<file path="src/rtl/core/char_lcd_text_writer_macros.svh">
// ----------------------------------------------------------------------------
// Assertion macros used by the text writer top-level RTL
// ----------------------------------------------------------------------------
`ifndef CHAR_LCD_TEXT_WRITER_MACROS_SVH
`define CHAR_LCD_TEXT_WRITER_MACROS_SVH

// Clocked check, disabled while reset is asserted
`define CLW_ASSERT(label, prop) \
  label: assert property (@(posedge clk_i) disable iff (!rst_ni) (prop)) \
    else $error("char_lcd_text_writer: check failed");

// Implication check: antecedent holds, consequent checked in the cycle after
`define CLW_ASSERT_NEXT(label, ante, cons) \
  label: assert property (@(posedge clk_i) disable iff (!rst_ni) (ante) |=> (cons)) \
    else $error("char_lcd_text_writer: sequencing check failed");

`endif

</file>
<file path="src/rtl/core/clw_pkg.sv">
// ----------------------------------------------------------------------------
// clw_pkg
// Types, codes and constants of the character LCD text writer.
// ----------------------------------------------------------------------------
`timescale 1ns / 1ps
`default_nettype none

package clw_pkg;

  localparam int unsigned LINE_LENGTH_DEF = 16;

  typedef enum logic [2:0] {
    OP_CHAR    = 3'd0,
    OP_CURSOR  = 3'd1,
    OP_NEWLINE = 3'd2,
    OP_CLEAR   = 3'd3,
    OP_PRINT   = 3'd4
  } op_e;

  typedef enum logic [2:0] {
    BYTE_NONE   = 3'd0,
    BYTE_WRAP   = 3'd1,
    BYTE_CURSOR = 3'd2,
    BYTE_CLEAR  = 3'd3,
    BYTE_HOME   = 3'd4,
    BYTE_CHAR   = 3'd5
  } byte_e;

  localparam logic [1:0] LINE_SEL_ONE = 2'd1;
  localparam logic [1:0] LINE_SEL_TWO = 2'd2;

  localparam logic [7:0] ADDR_LINE_ONE = 8'h80;
  localparam logic [7:0] ADDR_LINE_TWO = 8'hC0;
  localparam logic [7:0] CMD_CLEAR     = 8'h01;
  localparam logic [7:0] CMD_HOME      = 8'h02;
  localparam logic [7:0] CHAR_ZERO     = 8'h30;
  localparam logic [7:0] CHAR_MINUS    = 8'h2D;

  localparam logic [2:0] IDX_ONES = 3'd4;

  typedef struct packed {
    logic  load;
    logic  sub;
    logic  digit_done;
    logic  pend_minus;
    logic  pend_code;
    byte_e byte_sel;
    logic  emit_hi;
    logic  emit_lo;
  } clw_cmd_t;

  typedef struct packed {
    logic [2:0] op;
    logic       cursor_ok;
    logic       negative;
    logic       col_full;
    logic       ge;
    logic       digit_print;
    logic       byte_last;
    byte_e      byte_kind;
    logic       out_free;
  } clw_status_t;

  // Decimal weight of digit position, most significant first
  function automatic logic [13:0] pow10(input logic [2:0] idx);
    logic [13:0] w;
    case (idx)
      3'd0:    w = 14'd10000;
      3'd1:    w = 14'd1000;
      3'd2:    w = 14'd100;
      3'd3:    w = 14'd10;
      default: w = 14'd1;
    endcase
    return w;
  endfunction

endpackage

`default_nettype wire

</file>
<file path="src/rtl/core/char_lcd_text_writer.sv">
// ----------------------------------------------------------------------------
// char_lcd_text_writer
// Two-line character LCD writer over a 4-bit bus, one operation per item.
// ----------------------------------------------------------------------------
// Usage:
//   Input channel (in_valid_i/in_ready_o) carries one operation per
//   transaction: write char, set cursor, new line, clear, print integer.
//   Output channel (out_valid_o/out_ready_i) carries one nibble per
//   transaction, high nibble of each byte first, with register_select_o;
//   last_o marks the final nibble of an item. Items with nothing to send
//   (unused codes, cursor out of range) produce no output transaction.
//   Sequence: the item is accepted, then decoded; each byte is selected
//   and then sent as high and low nibble. A character that would pass the
//   end of the line is preceded by the address byte of the other line.
//   Printing an integer adds the repeated-subtraction digit unit, which
//   subtracts each decimal weight until the rest is smaller, then selects
//   the digit byte; leading zeros are not printed.
//   If the receiver stalls, the current nibble holds in the output register
//   and the sequencer waits; the last nibble may wait while the next item
//   is accepted.
//   Reset puts the cursor at line one, column zero, and drops any pending
//   output.
// ----------------------------------------------------------------------------
`timescale 1ns / 1ps
`default_nettype none

`include "char_lcd_text_writer_macros.svh"

module char_lcd_text_writer #(
  parameter int unsigned LINE_LENGTH = clw_pkg::LINE_LENGTH_DEF
) (
  input  wire                clk_i,
  input  wire                rst_ni,
  input  wire                in_valid_i,
  output logic               in_ready_o,
  input  wire  [2:0]         operation_i,
  input  wire  [7:0]         char_code_i,
  input  wire  [1:0]         line_select_i,
  input  wire  [7:0]         column_i,
  input  wire  signed [15:0] number_i,
  output logic               out_valid_o,
  input  wire                out_ready_i,
  output logic [3:0]         nibble_o,
  output logic               register_select_o,
  output logic               last_o
);
  import clw_pkg::*;

  clw_cmd_t    cmd;
  clw_status_t status;

  clw_ctrl u_ctrl (
    .clk_i      (clk_i),
    .rst_ni     (rst_ni),
    .in_valid_i (in_valid_i),
    .in_ready_o (in_ready_o),
    .status_i   (status),
    .cmd_o      (cmd)
  );

  clw_datapath #(
    .LINE_LENGTH (LINE_LENGTH)
  ) u_datapath (
    .clk_i             (clk_i),
    .rst_ni            (rst_ni),
    .operation_i       (operation_i),
    .char_code_i       (char_code_i),
    .line_select_i     (line_select_i),
    .column_i          (column_i),
    .number_i          (number_i),
    .cmd_i             (cmd),
    .status_o          (status),
    .out_ready_i       (out_ready_i),
    .out_valid_o       (out_valid_o),
    .nibble_o          (nibble_o),
    .register_select_o (register_select_o),
    .last_o            (last_o)
  );

  // An accepted item always keeps the sequencer busy for the next cycle
  `CLW_ASSERT_NEXT(a_busy_after_accept, in_valid_i && in_ready_o, !in_ready_o)
  // A nibble that is not the last one means its item is still in progress
  `CLW_ASSERT(a_not_last_busy, !(out_valid_o && !last_o && in_ready_o))
  // The sequencer only reads new input while idle, so no two loads overlap
  `CLW_ASSERT(a_load_only_idle, !cmd.load || in_ready_o)

endmodule

`default_nettype wire

</file>
<file path="src/rtl/core/clw_datapath.sv">
// ----------------------------------------------------------------------------
// clw_datapath
// Cursor state, digit extraction by repeated subtraction, byte and nibble
// output registers.
// ----------------------------------------------------------------------------
`timescale 1ns / 1ps
`default_nettype none

module clw_datapath #(
  parameter int unsigned LINE_LENGTH = clw_pkg::LINE_LENGTH_DEF
) (
  input  wire                 clk_i,
  input  wire                 rst_ni,
  input  wire  [2:0]          operation_i,
  input  wire  [7:0]          char_code_i,
  input  wire  [1:0]          line_select_i,
  input  wire  [7:0]          column_i,
  input  wire  signed [15:0]  number_i,
  input  clw_pkg::clw_cmd_t   cmd_i,
  output clw_pkg::clw_status_t status_o,
  input  wire                 out_ready_i,
  output logic                out_valid_o,
  output logic [3:0]          nibble_o,
  output logic                register_select_o,
  output logic                last_o
);
  import clw_pkg::*;

  localparam int unsigned ColW = $clog2(LINE_LENGTH + 1);

  logic [2:0]      op_q;
  logic [7:0]      code_q;
  logic [1:0]      lsel_q;
  logic [7:0]      colin_q;
  logic            neg_q;
  logic [15:0]     mag_q;
  logic [2:0]      idx_q;
  logic [3:0]      digit_q;
  logic            started_q;
  logic [7:0]      pend_q;
  logic            pend_last_q;
  logic [7:0]      byte_q;
  logic            byte_rs_q;
  logic            byte_last_q;
  byte_e           kind_q;
  logic            line_q;
  logic [ColW-1:0] col_q;
  logic            out_valid_q;
  logic [3:0]      nib_q;
  logic            rs_q;
  logic            last_q;

  logic [15:0] weight;
  logic        ge;
  logic        digit_print;
  logic        cursor_ok;
  logic        col_full;
  logic        out_free;

  assign weight      = {2'b00, pow10(idx_q)};
  assign ge          = (mag_q >= weight);
  assign digit_print = (digit_q != 4'd0) || started_q || (idx_q == IDX_ONES);
  assign cursor_ok   = ((lsel_q == LINE_SEL_ONE) || (lsel_q == LINE_SEL_TWO)) &&
                       (colin_q < 8'(LINE_LENGTH));
  assign col_full    = (col_q >= ColW'(LINE_LENGTH));
  assign out_free    = !out_valid_q || out_ready_i;

  // Capture the item and run the digit unit
  always_ff @(posedge clk_i) begin
    if (cmd_i.load) begin
      op_q      <= operation_i;
      code_q    <= char_code_i;
      lsel_q    <= line_select_i;
      colin_q   <= column_i;
      neg_q     <= number_i[15];
      mag_q     <= number_i[15] ? (~number_i + 16'd1) : number_i;
      idx_q     <= 3'd0;
      digit_q   <= 4'd0;
      started_q <= 1'b0;
    end else if (cmd_i.sub) begin
      mag_q   <= mag_q - weight;
      digit_q <= digit_q + 4'd1;
    end else if (cmd_i.digit_done) begin
      if (digit_print) begin
        pend_q      <= CHAR_ZERO + {4'b0000, digit_q};
        pend_last_q <= (idx_q == IDX_ONES);
        started_q   <= 1'b1;
      end
      idx_q   <= idx_q + 3'd1;
      digit_q <= 4'd0;
    end
    if (cmd_i.pend_minus) begin
      pend_q      <= CHAR_MINUS;
      pend_last_q <= 1'b0;
    end else if (cmd_i.pend_code) begin
      pend_q      <= code_q;
      pend_last_q <= 1'b1;
    end
  end

  // Byte register
  always_ff @(posedge clk_i) begin
    if (cmd_i.byte_sel != BYTE_NONE) begin
      kind_q <= cmd_i.byte_sel;
    end
    case (cmd_i.byte_sel)
      BYTE_WRAP: begin
        byte_q      <= line_q ? ADDR_LINE_ONE : ADDR_LINE_TWO;
        byte_rs_q   <= 1'b0;
        byte_last_q <= (op_q == OP_NEWLINE);
      end
      BYTE_CURSOR: begin
        byte_q      <= ((lsel_q == LINE_SEL_ONE) ? ADDR_LINE_ONE : ADDR_LINE_TWO) + colin_q;
        byte_rs_q   <= 1'b0;
        byte_last_q <= 1'b1;
      end
      BYTE_CLEAR: begin
        byte_q      <= CMD_CLEAR;
        byte_rs_q   <= 1'b0;
        byte_last_q <= 1'b0;
      end
      BYTE_HOME: begin
        byte_q      <= CMD_HOME;
        byte_rs_q   <= 1'b0;
        byte_last_q <= 1'b1;
      end
      BYTE_CHAR: begin
        byte_q      <= pend_q;
        byte_rs_q   <= 1'b1;
        byte_last_q <= pend_last_q;
      end
      default: begin
      end
    endcase
  end

  // Cursor position
  always_ff @(posedge clk_i or negedge rst_ni) begin
    if (!rst_ni) begin
      line_q <= 1'b0;
      col_q  <= '0;
    end else begin
      case (cmd_i.byte_sel)
        BYTE_WRAP: begin
          line_q <= ~line_q;
          col_q  <= '0;
        end
        BYTE_CURSOR: begin
          line_q <= (lsel_q == LINE_SEL_TWO);
          col_q  <= colin_q[ColW-1:0];
        end
        BYTE_CLEAR: begin
          line_q <= 1'b0;
          col_q  <= '0;
        end
        BYTE_CHAR: begin
          col_q <= col_q + ColW'(1);
        end
        default: begin
        end
      endcase
    end
  end

  // Output register: drop the transaction once taken
  always_ff @(posedge clk_i or negedge rst_ni) begin
    if (!rst_ni) begin
      out_valid_q <= 1'b0;
    end else if (cmd_i.emit_hi || cmd_i.emit_lo) begin
      out_valid_q <= 1'b1;
    end else if (out_ready_i) begin
      out_valid_q <= 1'b0;
    end
  end

  always_ff @(posedge clk_i) begin
    if (cmd_i.emit_hi) begin
      nib_q  <= byte_q[7:4];
      rs_q   <= byte_rs_q;
      last_q <= 1'b0;
    end else if (cmd_i.emit_lo) begin
      nib_q  <= byte_q[3:0];
      rs_q   <= byte_rs_q;
      last_q <= byte_last_q;
    end
  end

  assign out_valid_o       = out_valid_q;
  assign nibble_o          = nib_q;
  assign register_select_o = rs_q;
  assign last_o            = last_q;

  assign status_o.op          = op_q;
  assign status_o.cursor_ok   = cursor_ok;
  assign status_o.negative    = neg_q;
  assign status_o.col_full    = col_full;
  assign status_o.ge          = ge;
  assign status_o.digit_print = digit_print;
  assign status_o.byte_last   = byte_last_q;
  assign status_o.byte_kind   = kind_q;
  assign status_o.out_free    = out_free;

endmodule

`default_nettype wire

</file>
<file path="src/rtl/core/clw_ctrl.sv">
// ----------------------------------------------------------------------------
// clw_ctrl
// Sequencer: decodes the operation and steps the datapath byte by byte.
// ----------------------------------------------------------------------------
`timescale 1ns / 1ps
`default_nettype none

module clw_ctrl (
  input  wire                  clk_i,
  input  wire                  rst_ni,
  input  wire                  in_valid_i,
  output logic                 in_ready_o,
  input  clw_pkg::clw_status_t status_i,
  output clw_pkg::clw_cmd_t    cmd_o
);
  import clw_pkg::*;

  typedef enum logic [6:0] {
    ST_IDLE     = 7'b0000001,
    ST_DISPATCH = 7'b0000010,
    ST_CHAR     = 7'b0000100,
    ST_DIGIT    = 7'b0001000,
    ST_HOME     = 7'b0010000,
    ST_SEND_HI  = 7'b0100000,
    ST_SEND_LO  = 7'b1000000
  } state_e;

  state_e state_q, state_d;

  always_ff @(posedge clk_i or negedge rst_ni) begin
    if (!rst_ni) begin
      state_q <= ST_IDLE;
    end else begin
      state_q <= state_d;
    end
  end

  assign in_ready_o = (state_q == ST_IDLE);

  always_comb begin
    state_d        = state_q;
    cmd_o          = '0;
    cmd_o.byte_sel = BYTE_NONE;
    case (state_q)
      ST_IDLE: begin
        if (in_valid_i) begin
          cmd_o.load = 1'b1;
          state_d    = ST_DISPATCH;
        end
      end
      ST_DISPATCH: begin
        case (status_i.op)
          OP_CHAR: begin
            cmd_o.pend_code = 1'b1;
            state_d         = ST_CHAR;
          end
          OP_CURSOR: begin
            if (status_i.cursor_ok) begin
              cmd_o.byte_sel = BYTE_CURSOR;
              state_d        = ST_SEND_HI;
            end else begin
              state_d = ST_IDLE;
            end
          end
          OP_NEWLINE: begin
            cmd_o.byte_sel = BYTE_WRAP;
            state_d        = ST_SEND_HI;
          end
          OP_CLEAR: begin
            cmd_o.byte_sel = BYTE_CLEAR;
            state_d        = ST_SEND_HI;
          end
          OP_PRINT: begin
            if (status_i.negative) begin
              cmd_o.pend_minus = 1'b1;
              state_d          = ST_CHAR;
            end else begin
              state_d = ST_DIGIT;
            end
          end
          default: begin
            state_d = ST_IDLE;
          end
        endcase
      end
      ST_CHAR: begin
        // Wrap to the other line before a character past the end
        cmd_o.byte_sel = status_i.col_full ? BYTE_WRAP : BYTE_CHAR;
        state_d        = ST_SEND_HI;
      end
      ST_DIGIT: begin
        if (status_i.ge) begin
          cmd_o.sub = 1'b1;
        end else begin
          cmd_o.digit_done = 1'b1;
          if (status_i.digit_print) begin
            state_d = ST_CHAR;
          end
        end
      end
      ST_HOME: begin
        cmd_o.byte_sel = BYTE_HOME;
        state_d        = ST_SEND_HI;
      end
      ST_SEND_HI: begin
        if (status_i.out_free) begin
          cmd_o.emit_hi = 1'b1;
          state_d       = ST_SEND_LO;
        end
      end
      ST_SEND_LO: begin
        if (status_i.out_free) begin
          cmd_o.emit_lo = 1'b1;
          if (status_i.byte_last) begin
            state_d = ST_IDLE;
          end else begin
            case (status_i.byte_kind)
              BYTE_WRAP:  state_d = ST_CHAR;
              BYTE_CLEAR: state_d = ST_HOME;
              BYTE_CHAR:  state_d = ST_DIGIT;
              default:    state_d = ST_IDLE;
            endcase
          end
        end
      end
      default: begin
        state_d = ST_IDLE;
      end
    endcase
  end

endmodule

`default_nettype wire
</file>
<file path="config.mk">
export PLATFORM = sky130hd
export DESIGN_NAME = char_lcd_text_writer
export DESIGN_NICKNAME = d
export VERILOG_FILES = /design/src/rtl/core/clw_pkg.sv /design/src/rtl/core/char_lcd_text_writer.sv /design/src/rtl/core/clw_datapath.sv /design/src/rtl/core/clw_ctrl.sv
export VERILOG_INCLUDE_DIRS = /design/src /design/src/rtl/core
export SDC_FILE = /design/constraint.sdc
export NUM_CORES = 1
export LEC_CHECK = 0
export BUFFER_PORTS_ARGS = -buffer_cell sky130_fd_sc_hd__buf_2
export CAP_MARGIN = 20
export CORE_AREA = 4 4 127 129
export CTS_CLUSTER_DIAMETER = 120
export DETAILED_ROUTE_END_ITERATION = 10
export DIE_AREA = 0 0 131 133
export MAX_ROUTING_LAYER = met4
export PLACE_DENSITY_LB_ADDON = 0.15
export REMOVE_ABC_BUFFERS = 1
export SETUP_SLACK_MARGIN = 0.2
export SLEW_MARGIN = 20
export SYNTH_ARGS = -nofsm -noshare
export SYNTH_HDL_FRONTEND = slang
export SYNTH_SLANG_ARGS = --single-unit
</file>
<file path="constraint.sdc">
create_clock -name clk_i -period 3.7 [get_ports clk_i]
set_input_delay 1.11 -clock clk_i [delete_from_list [all_inputs] [get_ports clk_i]]
set_output_delay 1.11 -clock clk_i [all_outputs]
set_load 0.005 [all_outputs]
</file>
==> metrics <==
outcome=completed; FP Rows=45; Area Growth Syn to Fin=14.8%; CP max FO=5; die extent in x=131 um; core area=15000 um2; vias in the first global route=3823; DRT Wirelength=11900 um; Hold Fails Final Rpt=0; Clock Tree Buf Depth=2; period utilization=0.878; Initial Util=0.341; switching power=1540 uW; clk_skew=0.00711 ns; number of max-cap violations=0; Hold Crit Class=reg2reg; register area share after synthesis=0.467; Switching Share=0.373; IO Pins=49; FF/Latch Area=2390 um2; dominant cell type by area after synthesis=edfxtp_1; ratio of cells with drive above 1 in the final layout=0.203; Tot Pwr=4130 uW; Internal=2590 uW; Synth cell types=80; R2R setup slack=0.45 ns; DIE HEIGHT=133 um; total grt overflow=0; FF+latch count, synth=88; Routability Congestion=0.877; Final Setup Violations=0; maximum vdd drop=402 uV; clk slew on worst S/H paths=0.07 ns; # fillers=1490; initial antenna violation count=0; first-pass GRT wire length=19700 um; DRC Markers=0; Leakage=0.00239 uW; top-count cell post-synth=edfxtp_1; worst setup path class=reg2reg; ys async rst share=0.159; pin count of the biggest net entering global routing=29; Gate power share=0.390; Ys Warns=0; PD cells=701 nW/um2; HPWL after detailed placement=8950 um; port bufs=48; min-delay src=u_datapath.byte_rs_q; Via Count=3907; CP startpoint kind=register; WP data required=3.96 ns; synthesized instance count=502; top cell type's share of synthesized area=0.328; initial DRC count=198; vias per inst=5.21; die area=17400 um2; # clock sinks=88; commonest cells in the netlist=edfxtp_1 (56), nand2_1 (45), nor2_1 (39); area of the multi-input gates=2530 um2; Reg power frac=0.398; crit path DAT=3.51 ns; TritonCTS clock tree=done; setup_tns=0 ns; slew margin rel.=0.609; Final Core Density=0.392; CTS buffer count=9; diodes inserted=0; clock power share=0.212; final slew viol count=0; H-tree depth=3; dpl cells=731; Synth area leaders=edfxtp_1 (33%), dfxtp_1 (7.0%), dfrtp_1 (6.3%), ha_1 (6.1%), a21oi_1 (3.3%); RSZ-0062 raised after global routing=false; Worst-Skew Late Latency=0.35 ns; syn_area_per_cell=10.2 um2; number of flops mapped to enable cells by yosys=56; Layout Nets=624; CP endpoint kind=register; Final min period=3.25 ns; Root Buffer=clkbuf_16; WL/cell=15.8 um; First-pass DRT Iterations=4; Primary FF master, synth=edfxtp_1; CP startpoint=u_datapath.idx_q[0]; f_max=0.308 GHz; GRT Total Usage=0.148; post-synthesis cell area=5120 um2; Critical R2R Launch=u_datapath.idx_q[0]; final non-filler cell total=750; worst-margin pin slew=0.581 ns; post-route ant nets=0
==> flip-flops by register name, summed over array words and instances (netlist names), 4 cells and up <==
name and flops:
u_datapath.pend_q 8, u_datapath.col_q 5, u_datapath.nibble_o 4, u_datapath.code_q 8, u_datapath.mag_q 16, u_datapath.colin_q 8
u_ctrl.state_q 7, u_datapath.byte_q 8, u_datapath.digit_q 4
==> cell families (layout without fill, tap and decap cells) <==
family	Yosys count	in the layout	synth area share
DFF	88	88	0.467
AOI/OAI and AO/OA	127	127	0.171
muxes	12	12	0.0247
buffers and inverters	47	107	0.0415
and+or+nand+nor	177	177	0.188
adders and majority gates	27	27	0.0669
xor gates and xnor gates	24	24	0.0410
==> metrics by stage <==
stage	hold WS [ns]	area (um2)	setup WS, ns
after floorplan	0.400	5030	0.522
after global placement	0.406	5570	0.295
after detailed placement	0.411	5570	0.227
after CTS	0.428	5850	0.208
after global routing	0.430	5890	0.249
final	0.426	5890	0.453
==> worst max-delay path, cell delays in order (launching register included) <==
cell       delay [ns]
dfxtp_1          0.33
ha_1             0.22
ha_1             0.18
a21oi_1          0.15
and3_1           0.17
ha_1             0.16
inv_1            0.05
fa_1             0.40
a21o_1           0.21
a211oi_2         0.24
a2bb2oi_2        0.23
buf_4            0.17
a31oi_1          0.11
or2_4            0.30
nor4b_4          0.24
==> worst paths after layout <==
kind	endpoint	depth (start not counted)
worst max-delay path	u_ctrl.state_q[4]	14
worst min-delay path	u_datapath.register_select_o	0
worst max register to register	u_ctrl.state_q[4]	14
worst min register to register	u_datapath.register_select_o	0
max in group asynchronous	u_ctrl.state_q[0]	1
min in group asynchronous	u_datapath.col_q[3]	1
==> layer usage <==
metal / vias up / GRT usage / wire (um)
met5: - / - / 0
met3: 10 / 0.0371 / 442
met2: 67 / 0.208 / 5240
met1: 1865 / 0.212 / 6030
li1: 1965 / - / -
met4: 0 / 0.0354 / 144
==> power by group through the flow <==
stage | Sequential, uW | Combinational (uW) | Clock, uW
after CTS | 1640 | 1610 | 900
after global placement | 1670 | 1580 | 0
after detailed placement | 1660 | 1610 | 0
after global routing | 1680 | 1820 | 943
after floorplan | 1590 | 1190 | 0
final | 1640 | 1610 | 873
==> cell usage in the layout (no fill, tap or decap), types with 9 or more instances in the layout <==
| cell type | count |
|---|---|
| nor2_1 | 39 |
| ha_1 | 25 |
| edfxtp_1 | 56 |
| inv_1 | 25 |
| nand2_1 | 45 |
| a21o_1 | 10 |
| o21ai_0 | 15 |
| o21ai_1 | 9 |
| dfxtp_1 | 18 |
| nand3_1 | 18 |
| clkbuf_16 | 9 |
| dfrtp_1 | 13 |
| xnor2_1 | 16 |
| nor3_1 | 12 |
| buf_2 | 48 |
| a21oi_1 | 34 |
| buf_4 | 11 |
==> what timing repair did <==
action | in CTS | in global routing
resized for setup | 0 | 4
endpoints found under the setup margin | 0 | 26
endpoints found under the hold margin | 0 | 0
setup buffers | 0 | 3
hold buffers | 0 | 0
==> cell type report <==
class	count	share of cell area
clock inverter	7	0.00935
sequential	88	0.407
clock buffer	9	0.0383
timing repair buffer	60	0.0568
tap	188	0.0400
inverter	31	0.0198
multi-input combinational	367	0.429
No activity file was read; power rests on OpenSTA's default activity.
